--- config.mk ---
export PLATFORM = sky130hd
export DESIGN_NAME = dmc_ram
export DESIGN_NICKNAME = d
export VERILOG_FILES = /design/src/hdl/dmc_ram.sv
export SDC_FILE = /design/constraint.sdc
export NUM_CORES = 1
export LEC_CHECK = 0
export ABC_AREA = 1
export ABC_CLOCK_PERIOD_IN_PS = 1400
export BUFFER_PORTS_ARGS = -buffer_cell sky130_fd_sc_hd__buf_4
export CORE_MARGIN = 2
export CORE_UTILIZATION = 35
export DETAILED_ROUTE_END_ITERATION = 8
export HOLD_SLACK_MARGIN = 0.05
export PLACE_DENSITY = 0.6
export SKIP_LAST_GASP = 1
export SLEW_MARGIN = 20
export SYNTH_ARGS = -nofsm -noshare
export SYNTH_HDL_FRONTEND = slang
export SYNTH_SLANG_ARGS = --single-unit
--- constraint.sdc ---
create_clock -name clk_i -period 1.4 [get_ports clk_i]
set_clock_uncertainty 0.15 [all_clocks]
set_input_delay 0.28 -clock clk_i [delete_from_list [all_inputs] [get_ports clk_i]]
set_output_delay 0.28 -clock clk_i [all_outputs]
set_load 0.01 [all_outputs]
--- src/hdl/dmc_ram.sv ---
// Generic single-port-write, registered-read RAM
module dmc_ram #(
  parameter int unsigned WIDTH = 8,
  parameter int unsigned DEPTH = 16,
  localparam int unsigned AddrW = (DEPTH > 1) ? $clog2(DEPTH) : 1
) (
  input  logic             clk_i,
  input  logic             we_i,
  input  logic [AddrW-1:0] waddr_i,
  input  logic [WIDTH-1:0] wdata_i,
  input  logic             re_i,
  input  logic [AddrW-1:0] raddr_i,
  output logic [WIDTH-1:0] rdata_o
);
  logic [WIDTH-1:0] mem_q [DEPTH];
  logic [WIDTH-1:0] rdata_q;

  always_ff @(posedge clk_i) begin
    if (we_i) begin
      mem_q[waddr_i] <= wdata_i;
    end
    if (re_i) begin
      rdata_q <= mem_q[raddr_i];
    end
  end

  assign rdata_o = rdata_q;
endmodule

# After elaboration in Yosys (flattened, before gate mapping)
# Memory sizes are Yosys's and may differ from the RTL's. A register that Yosys moved wholly into a read port is not among the register bits.
# Cells that the tools add are included.
[totals]
register_bits = 0
ram_bits = 128
mem_count = 1
elab_cells = 3
inputBits = 19
output_inout_bits = 8
[classes]
n_mux = 2
[memory_table]
columns = ["name", "depth", "word_bits", "rd", "rd_ports_with_merged_regs", "write_ports", "line", "rtl"]
rows = [
  ["mem_q", 16, 8, 1, 1, 1, "15", "logic [WIDTH-1:0] mem_q [DEPTH];"],
]
[op_table]
columns = ["operator", "n"]
rows = [
  ["2-to-1 mux 1 bit", 2],
]

# Depth between registers and ports, before layout
# Gate-level depths: netlist of run 1.
[depth]
word_depth = 2
mapped_depth = 8
depth_no_buf = 7

# Worst setup path before layout of run 1
# Ideal clock, no wire load.
[synth_path]
kind = "in2reg"
startpoint = "in waddr_i[3]"
endpoint = "mem mem_q[4][0], enable pin"
required_ns = 0.880
setup_ns = 0.370
arrival_time_ns = 0.861
slack_ns = 0.019
n_path_buf = 0
stages = 2
path_cell_list = "nand3b_1 nor2_1"
[synth_lines]
columns = ["element", "line", "rtl"]
rows = [
  ["start, declared", "9", "input logic [AddrW-1:0] waddr_i,"],
  ["end, declared", "15", ""],
]
# No word-level cell before the write port.

# Worst setup path in the final report of run 1
[layout_path]
startpoint = "reg rdata_q[6] (netlist: rdata_o[6]) (read register of mem_q)"
endpoint = "out rdata_o[6]"
[layout_lines]
columns = ["element", "line", "rtl"]
rows = [
  ["start, declared", "16", "logic [WIDTH-1:0] rdata_q;"],
  ["end, declared", "13", "output logic [WIDTH-1:0] rdata_o"],
]
# No word-level cell between the ends.

==> results of run 1 <==
cells in the final DEF, fill, tap and decap left out, drive strengths merged:
master,n
nand2,173
edfxtp,136
inv,102
nand3,97
buf,64
clkbuf,18
nor2,17
clkinv,8
clkinvlp,3
bufinv,3
nand3b,2
dlygate4sd3,1
flip-flops by register name, summed over array words and instances (netlist names):
name	cells
rdata_o	8
mem_q	128
cell families (layout without fill, tap and decap cells):
logic type	after synthesis	in the layout	synth area share [%]
simple gates	289	289	20.76
buf+inv	126	199	9.394
flops	136	136	69.85
report_power, final:
group          internal (mW)  total, mW  switching [mW]
combinational          0.250      0.662           0.413
sequential              4.59       4.62          0.0321
clock                   2.78       4.40            1.63
layout make-up:
cell class / instances / area, um^2 / area share [%]
Inverter: 102 / 382.9 / 5.353
Clock inverter: 14 / 157.7 / 2.204
Sequential cell: 136 / 4084 / 57.10
Tap cell: 220 / 275.3 / 3.849
Multi-Input combinational cell: 289 / 1214 / 16.97
Timing Repair Buffer: 65 / 609.3 / 8.520
Clock buffer: 18 / 429.2 / 6.001
repair_timing:
action,in CTS,in global routing
setup endpoints to repair,5,5
setup buffers,0,0
hold buffers,1,0
hold endpoints to repair,8,0
pin swaps,0,0
gates resized for setup,5,0
per-stage QoR:
stage	cell area, um^2	utilization (%)	power, mW	worst slack (ns)	hold slack [ns]
after detailed placement	6536	39.70	5.352	-0.2700	0.4483
after global placement	6536	39.70	5.337	-0.2444	0.4561
after CTS	7152	43.43	9.752	-0.05661	0.05809
final	7152	43.43	9.684	-0.04921	0.06282
after floorplan	5847	-	5.024	0.01916	0.2289
after global routing	7152	43.43	10.01	-0.08574	0.07281
final timing paths:
kind | start | endpoint | slack, ns | cells after the start
max | rdata_o[6]$_DFFE_PP_ | rdata_o[6] | -0.05 | 1
min | wdata_i[1] | mem_q[1][1]$_DFFE_PP_ | 0.06 | 1
max reg2reg | mem_q[3][3]$_DFFE_PP_ | rdata_o[3]$_DFFE_PP_ | 0.09 | 6
min reg2reg | mem_q[14][4]$_DFFE_PP_ | rdata_o[4]$_DFFE_PP_ | 0.58 | 6
layer usage:
layer  share of wire (%)  up-vias
li1                    -     1903
met1                  43     1933
met2                  48      137
met3                 7.3       13
met4                 1.3        0
met5                   0        -
==> flow_summary.ini, run 1 <==
[run_status]
status = finished with violations
violated_checks = negative setup slack

[global_route]
total_congestion_overflow_after_global_routing = 0
grt-busiest-layer = met2
grt_use_met2_pct = 26.49
grt.met3_usage_pct = 4.300
global_route.usage.total_pct = 16.35
grt_start_max_net_pins = 56
grt_use_met1_pct = 21.50
antenna_found_initial = 0
grt_first_pass_wirelength_um = 21600
grt_pass1_vias = 3943

[sta]
slew_at_the_pin_closest_to_its_max_slew_limit_ns = 0.3044
postLayoutSetupSlackWorst_ns = -0.04921
fin_tns_setup_ns = -0.09781
final_critical_delay_including_setup_and_external_delays_ns = 1.449
max_freq_mhz = 690.0
report.final.setup_viol = 2
slew_violations = 0
max-slew-margin-rel_pct = 79.68
report.final.hold_viol_count = 0
grt_setup_unrepaired = yes
final_min_period_over_clock_period_pct = 103.5

[place]
numPortBuffers = 26
place.detailed.hpwl_um = 8875
post-place-cells = 811
gp_congestion = 0.8442

[floorplan]
start_util_pct = 35.51
boundaryPins = 27
die-height_um = 133.3
die_x_um = 133.3
design.core.area_um2 = 16470
die_area_um2 = 17760
number_of_placement_rows = 47

[synthesis]
synth_commonest_cells = nand2_1, edfxtp_1, inv_1, nand3_1, nor2_1
mappedNetlistArea_um2 = 5847
synth_enable_flop_cells = 136
part_of_the_yosys_area_used_for_sequential_elements_pct = 69.85
synth_top_cells_by_area = edfxtp_1, nand2_1, nand3_1
postSynthCellCount = 551
synth-async-reset-ratio_pct = 0
synthDominantCellAreaShare_pct = 69.85
ys_types = 11
yosysWarnings = 0
seq_cells_post_synth = 136
postSynthAreaPerCell_um2 = 10.61
yosysMostFrequentCell = nand2_1
dominantRegCellSynth = edfxtp_1
net_count_after_synthesis = 570
yosys.area.top_type = edfxtp_1

[worst_setup_path]
timing.critical_path.arrival_ns = 1.02
worstSetupStartpointType = flip-flop
slowest_delay_ns = 0.45
critical_path.endpoint_type = output port
crit_path_top_delay_cell = edfxtp_1
worst_path_maximum_fanout = 1
critical_path_class = flip-flop to output port
worstPathBufferInverterCount = 1
cpLargestDelayFamily = flip-flops
critical_path.cell_chain = buf_6
worst_ep_required_time_ns = 0.97

[cells_and_area]
nFillCells = 1553
flow.area_growth_from_synthesis_pct = 22.32
post_route_cells_drive_above_1_share_pct = 15.22
layoutNonFillerInstCount = 844
final_layout_net_count = 630
number_of_diodes = 0

[clock_tree]
cts.htree.levels = 4
cts-buffers-inserted = 17
insertion_delay_ns = 0.41
clock_tree.root_cell = clkbuf_16
cts.path.max_buffers = 2
cts_tree = done
reg_clk_slew_reported_paths_ns = 0.06
clock_sink_count = 136

[routing]
dr.first_iter.drc_count = 394
wirelength_um = 13760
post-route-drc-count = 0
wl_per_cell_um = 16.30
detail-route-antenna-nets = 0
viasPerCell = 4.723
vias = 3986
detail_route.first_pass.iterations = 5

[pwr]
power_leakage_nw = 3.072
power.density_nw_per_um2 = 1354
ir_drop_v = 0.0008842

[hold_path]
holdCritPathClass = input pin to flip-flop

[flow_run]
maxCapViolations = 0
Power figures use the tool's default switching activity.
==> inputs of run 2 (changes only) <==
--- a/config.mk
+++ b/config.mk
@@ -6,15 +6,15 @@
 export NUM_CORES = 1
 export LEC_CHECK = 0
 export ABC_AREA = 1
-export ABC_CLOCK_PERIOD_IN_PS = 1400
+export ABC_CLOCK_PERIOD_IN_PS = 1580
 export BUFFER_PORTS_ARGS = -buffer_cell sky130_fd_sc_hd__buf_4
 export CORE_MARGIN = 2
 export CORE_UTILIZATION = 35
 export DETAILED_ROUTE_END_ITERATION = 8
 export HOLD_SLACK_MARGIN = 0.05
-export PLACE_DENSITY = 0.6
+export PLACE_DENSITY = 0.58
 export SKIP_LAST_GASP = 1
-export SLEW_MARGIN = 20
+export SLEW_MARGIN = 5
 export SYNTH_ARGS = -nofsm -noshare
 export SYNTH_HDL_FRONTEND = slang
 export SYNTH_SLANG_ARGS = --single-unit
==> constraint.sdc (replaced) <==
create_clock -name clk_i -period 1.58 [get_ports clk_i]
set_clock_uncertainty 0.15 [all_clocks]
set_input_delay 0.316 -clock clk_i [delete_from_list [all_inputs] [get_ports clk_i]]
set_output_delay 0.316 -clock clk_i [all_outputs]
set_load 0.01 [all_outputs]
==> run 2 against run 1 <==
  * Critical endpoint is now rdata_o[1]
  * First-iteration DRC count fell by 4.1%
  * Largest power group unchanged
  * Routed wire length fell by 2.3%
  * Worst hold slack improved by 0.036 ns
  * The run now ends clean
  * Flip-flop and latch count did not move
  * Setup slack improved by 0.14 ns
  * Highest routed layer unchanged
  * Sequential share of layout area rose by 2.3 points
  * Global-route usage fell by 0.13 points
  * Total power fell by 19%
  * Non-clock buffer count fell by 13
  * Clock power fell by 26%
  * Register-to-register slack improved by 0.17 ns
==> flow_summary.ini, run 2 (synthesis gave the netlist of run 1 again) <==
[place]
numPortBuffers = 26
placement_setup_slack_ns = -0.2194
gp_congestion = 0.8248
place.detailed.hpwl_um = 8483

[floorplan]
number_of_placement_rows = 47
die_x_um = 133.3
start_util_pct = 35.51
boundaryPins = 27
die-height_um = 133.3
design.core.area_um2 = 16470
die_area_um2 = 17760

[worst_setup_path]
cpLargestDelayFamily = flip-flops
worst_ep_required_time_ns = 1.11
slowest_delay_ns = 0.43
timing.critical_path.arrival_ns = 1.02
worstSetupStartpointType = flip-flop
r2r_setup_slack_ns = 0.26
crit_path_top_delay_cell = edfxtp_1
critical_path.endpoint_type = output port
critical_path_class = flip-flop to output port
worst_path_maximum_fanout = 1
critical_path.cell_chain = buf_4
worstPathBufferInverterCount = 1

[sta]
max-slew-margin-rel_pct = 56.71
grt_setup_unrepaired = no
report.final.setup_viol = 0
final_critical_delay_including_setup_and_external_delays_ns = 1.488
postLayoutSetupSlackWorst_ns = 0.09154
slew_at_the_pin_closest_to_its_max_slew_limit_ns = 0.6484
max_freq_mhz = 671.8
report.final.hold_viol_count = 0
slew_violations = 0
final_min_period_over_clock_period_pct = 94.21

[routing]
detail-route-antenna-nets = 0
post-route-drc-count = 0
wirelength_um = 13440
vias = 3830
viasPerCell = 4.631
detail_route.first_pass.iterations = 4
wl_per_cell_um = 16.26
dr.first_iter.drc_count = 378

[cells_and_area]
multiInputGateArea_um2 = 1214
largest_register = mem_q
flow.area_growth_from_synthesis_pct = 17.50
number_of_diodes = 0
mostFrequentLayoutCell = nand2_1
post_route_cells_drive_above_1_share_pct = 12.19
nFillCells = 1608
final_layout_net_count = 617
regArea_um2 = 4084
commonest_cells_after_routing_fill_and_taps_aside = nand2_1, edfxtp_1, inv_1
largest_register_ff_count = 128

[clock_tree]
cts-buffers-inserted = 17
clock_tree.root_cell = clkbuf_16
insertion_delay_ns = 0.42
cts_tree = done
clock_sink_count = 136
reg_clk_slew_reported_paths_ns = 0.05
cts.path.max_buffers = 2
cts.htree.levels = 4

[run_status]
status = completed

[global_route]
grt_first_pass_wirelength_um = 21170
global_route.usage.total_pct = 16.21
total_congestion_overflow_after_global_routing = 0
grt_pass1_vias = 3780
grt_start_max_net_pins = 40
antenna_found_initial = 0

[pwr]
power_mw = 7.870
ir_drop_v = 0.0007629
power.density_nw_per_um2 = 1146
power_leakage_nw = 2.940

[flow_run]
maxCapViolations = 0

[hold_path]
holdCritPathClass = input pin to flip-flop
run 2: cell count changes in the layout (fill, tap and decap cells not counted), sizes merged:
cell | before | now
buf | 64 | 51
bufinv | 3 | 0
clkinvlp | 3 | 0
clkbuf | 18 | 19
clkinv | 8 | 9
run 2: path summary, 6_finish.rpt:
kind                          startpoint                     to  cells past startpoint
hold / removal                wdata_i[1]  mem_q[5][1]$_DFFE_PP_                      1
setup / recovery    rdata_o[1]$_DFFE_PP_             rdata_o[1]                      1
hold reg to reg   mem_q[11][6]$_DFFE_PP_   rdata_o[6]$_DFFE_PP_                      6
setup reg to reg   mem_q[5][6]$_DFFE_PP_   rdata_o[6]$_DFFE_PP_                      6
run 2: final cells by class:
cell class | instances | area share (%)
repair buffers | 52 | 6.447
well taps | 220 | 4.007
clock buffers | 19 | 6.301
clock inverters | 9 | 0.5646
multi-input cells | 289 | 17.67
inverters | 102 | 5.573
flip-flops and latches | 136 | 59.44
run 2: per-layer routing:
metal	track usage (%)	up-vias	routed length, um
met3	3.501	18	683
met4	6.974	0	223
li1	-	1873	-
met1	21.20	1831	6035
met5	0	-	0
met2	26.20	108	6500
run 2: through the flow:
step	cell area (um^2)	hold slack, ns	TNS [ns]	std cells	utilization [%]
5_1_grt	6870	0.1022	0	827	41.72
4_1_cts	6870	0.09234	0	827	41.72
3_3_place_gp	6389	0.4747	-1.029	798	38.80
2_1_floorplan	5847	0.2649	0	551	-
6_report	6870	0.09886	0	827	41.72
3_5_place_dp	6389	0.4765	-1.155	798	38.80
run 2: where the power goes:
| group | switching [mW] | leakage (nW) | internal (mW) | total [mW] |
|---|---|---|---|---|
| clock | 1.32 | 0.235 | 1.92 | 3.24 |
| sequential | 0.0242 | 1.24 | 4.07 | 4.09 |
| combinational | 0.355 | 1.47 | 0.181 | 0.536 |
run 2: timing repair:
item / CTS / global route
hold endpoints to repair: 8 / 0
hold buffers: 1 / 0
resized for setup: 0 / 0
buffers inserted: 0 / 0
endpoints found under the setup margin: 0 / 0
==> inputs of run 3 (changes only) <==
--- a/config.mk
+++ b/config.mk
@@ -8,13 +8,16 @@
 export ABC_AREA = 1
 export ABC_CLOCK_PERIOD_IN_PS = 1580
 export BUFFER_PORTS_ARGS = -buffer_cell sky130_fd_sc_hd__buf_4
+export CELL_PAD_IN_SITES_DETAIL_PLACEMENT = 0
+export CELL_PAD_IN_SITES_GLOBAL_PLACEMENT = 1
 export CORE_MARGIN = 2
 export CORE_UTILIZATION = 35
 export DETAILED_ROUTE_END_ITERATION = 8
 export HOLD_SLACK_MARGIN = 0.05
-export PLACE_DENSITY = 0.58
+export PLACE_DENSITY = 0.68
 export SKIP_LAST_GASP = 1
 export SLEW_MARGIN = 5
 export SYNTH_ARGS = -nofsm -noshare
 export SYNTH_HDL_FRONTEND = slang
 export SYNTH_SLANG_ARGS = --single-unit
+export TNS_END_PERCENT = 5
==> run 3 against run 2 <==
  * Final area rose by 1.1%
  * Highest routed layer unchanged
  * Global-route usage is essentially flat
  * Critical path depth stayed put
  * Die area did not move
  * Via count fell by 0.86%
  * Combinational power rose by 0.9%
==> flow_summary.ini, run 3 (synthesis gave the netlist of run 1 again) <==
[place]
detailed_place.area_um2 = 6436
placement_setup_slack_ns = -0.1255
post-place-cells = 801
place.detailed.hpwl_um = 8470
gp_congestion = 0.7512
numPortBuffers = 26

[cells_and_area]
regArea_um2 = 4084
flow.area_growth_from_synthesis_pct = 18.83
number_of_diodes = 0
utilization_pct = 42.20
finalInstanceArea_um2 = 6948
largest_register_ff_count = 128
layoutNonFillerInstCount = 832
post_route_cells_drive_above_1_share_pct = 12.25
nFillCells = 1629
mostFrequentLayoutCell = nand2_1
commonest_cells_after_routing_fill_and_taps_aside = nand2_1, edfxtp_1, inv_1
largest_register = mem_q
final_layout_net_count = 620
multiInputGateArea_um2 = 1214

[sta]
postLayoutSetupSlackWorst_ns = 0.1067
report.final.setup_viol = 0
max-slew-margin-rel_pct = 75.07
timing.hold.ws_ns = 0.07014
max_freq_mhz = 678.8
final_critical_delay_including_setup_and_external_delays_ns = 1.473
grt_setup_unrepaired = no
report.final.hold_viol_count = 0
final_min_period_over_clock_period_pct = 93.25
slew_at_the_pin_closest_to_its_max_slew_limit_ns = 0.3735
slew_violations = 0
fin_tns_setup_ns = 0

[floorplan]
die_area_um2 = 17760
boundaryPins = 27
die_x_um = 133.3
number_of_placement_rows = 47
design.core.area_um2 = 16470
start_util_pct = 35.51
die-height_um = 133.3

[pwr]
ir_drop_v = 0.0007854
power.density_nw_per_um2 = 1162
power_leakage_nw = 2.971
power_switching_share_pct = 21.19
power_mw = 8.075
netSwitchingPower_mw = 1.711
intPower_mw = 6.364
clock_power_share_pct = 42.6
seq_power_share_pct = 50.7
comb_power_share_pct = 6.7

[routing]
wirelength_um = 13380
detail-route-antenna-nets = 0
detail_route.first_pass.iterations = 4
viasPerCell = 4.564
post-route-drc-count = 0
wl_per_cell_um = 16.08
vias = 3797
dr.first_iter.drc_count = 332

[run_status]
status = completed

[worst_setup_path]
cpLargestDelayFamily = flip-flops
timing.critical_path.arrival_ns = 1.01
worstSetupStartpointType = flip-flop
critical_path.cell_chain = buf_4
worst_ep_required_time_ns = 1.11
critical_path.endpoint_type = output port
worstPathBufferInverterCount = 1
critical_path_class = flip-flop to output port
r2r_cells = 6
crit_path_top_delay_cell = edfxtp_1
worst_path_maximum_fanout = 1
critical_path_depth = 1
slowest_delay_ns = 0.42

[global_route]
antenna_found_initial = 0
grt_use_met2_pct = 25.77
global_route.usage.total_pct = 16.22
grt_use_met1_pct = 21.79
grt_pass1_vias = 3818
grt.met3_usage_pct = 3.234
grt-busiest-layer = met2
grt_first_pass_wirelength_um = 21180
grt_start_max_net_pins = 40
total_congestion_overflow_after_global_routing = 0

[clock_tree]
cts_resized = 0
clock_sink_count = 136
clock_tree.root_cell = clkbuf_16
cts-buffers-inserted = 17
cts_tree = done
cts.path.max_buffers = 2
cts.htree.levels = 4
insertion_delay_ns = 0.42
reg_clk_slew_reported_paths_ns = 0.06

[flow_run]
maxCapViolations = 0

[hold_path]
holdCritPathClass = input pin to flip-flop
min_path_cells = 1
## run 3: cell types whose count changed in the layout (fill, tap and decap cells not counted), sizes merged
cell / delta
clkbuf: +3
bufinv: +1
clkinv: -2
buf: +3
## run 3: what timing repair did
| action | CTS | global route |
|---|---|---|
| setup buffers | 0 | 0 |
| hold buffers | 1 | 0 |
| endpoints found under the hold margin | 8 | 0 |
## run 3: final timing paths
kind / start / endpoint / slack, ns
min: wdata_i[0] / mem_q[5][0]$_DFFE_PP_ / 0.07
max reg2reg: mem_q[7][3]$_DFFE_PP_ / rdata_o[3]$_DFFE_PP_ / 0.26
max: rdata_o[3]$_DFFE_PP_ / rdata_o[3] / 0.11
min reg2reg: mem_q[14][4]$_DFFE_PP_ / rdata_o[4]$_DFFE_PP_ / 0.58
## run 3: metal layers
layer  routed length [um]  up-vias  part of all wire [%]
met1                 6210     1821                    46
met4                  257        0                   1.9
met3                  591       15                   4.4
li1                     -     1876                     -
met2                 6322       85                    47
met5                    0        -                     0
## run 3: power by group through the flow
stage	Clock, mW	Sequential [mW]	Combinational [mW]
finish	3.44	4.09	0.541
global route	3.65	4.10	0.606
CTS	3.51	4.09	0.551
detailed placement	0	4.17	0.547
global placement	0	4.16	0.542
floorplan	0	4.17	0.285
## run 3: final cells by class
type                    instances  area share, %
inverters                     102          5.511
multi-input cells             289          17.47
clock buffers                  22          6.393
well taps                     220          3.962
clock inverters                 8         0.8284
flip-flops and latches        136          58.78
repair buffers                 55          7.059
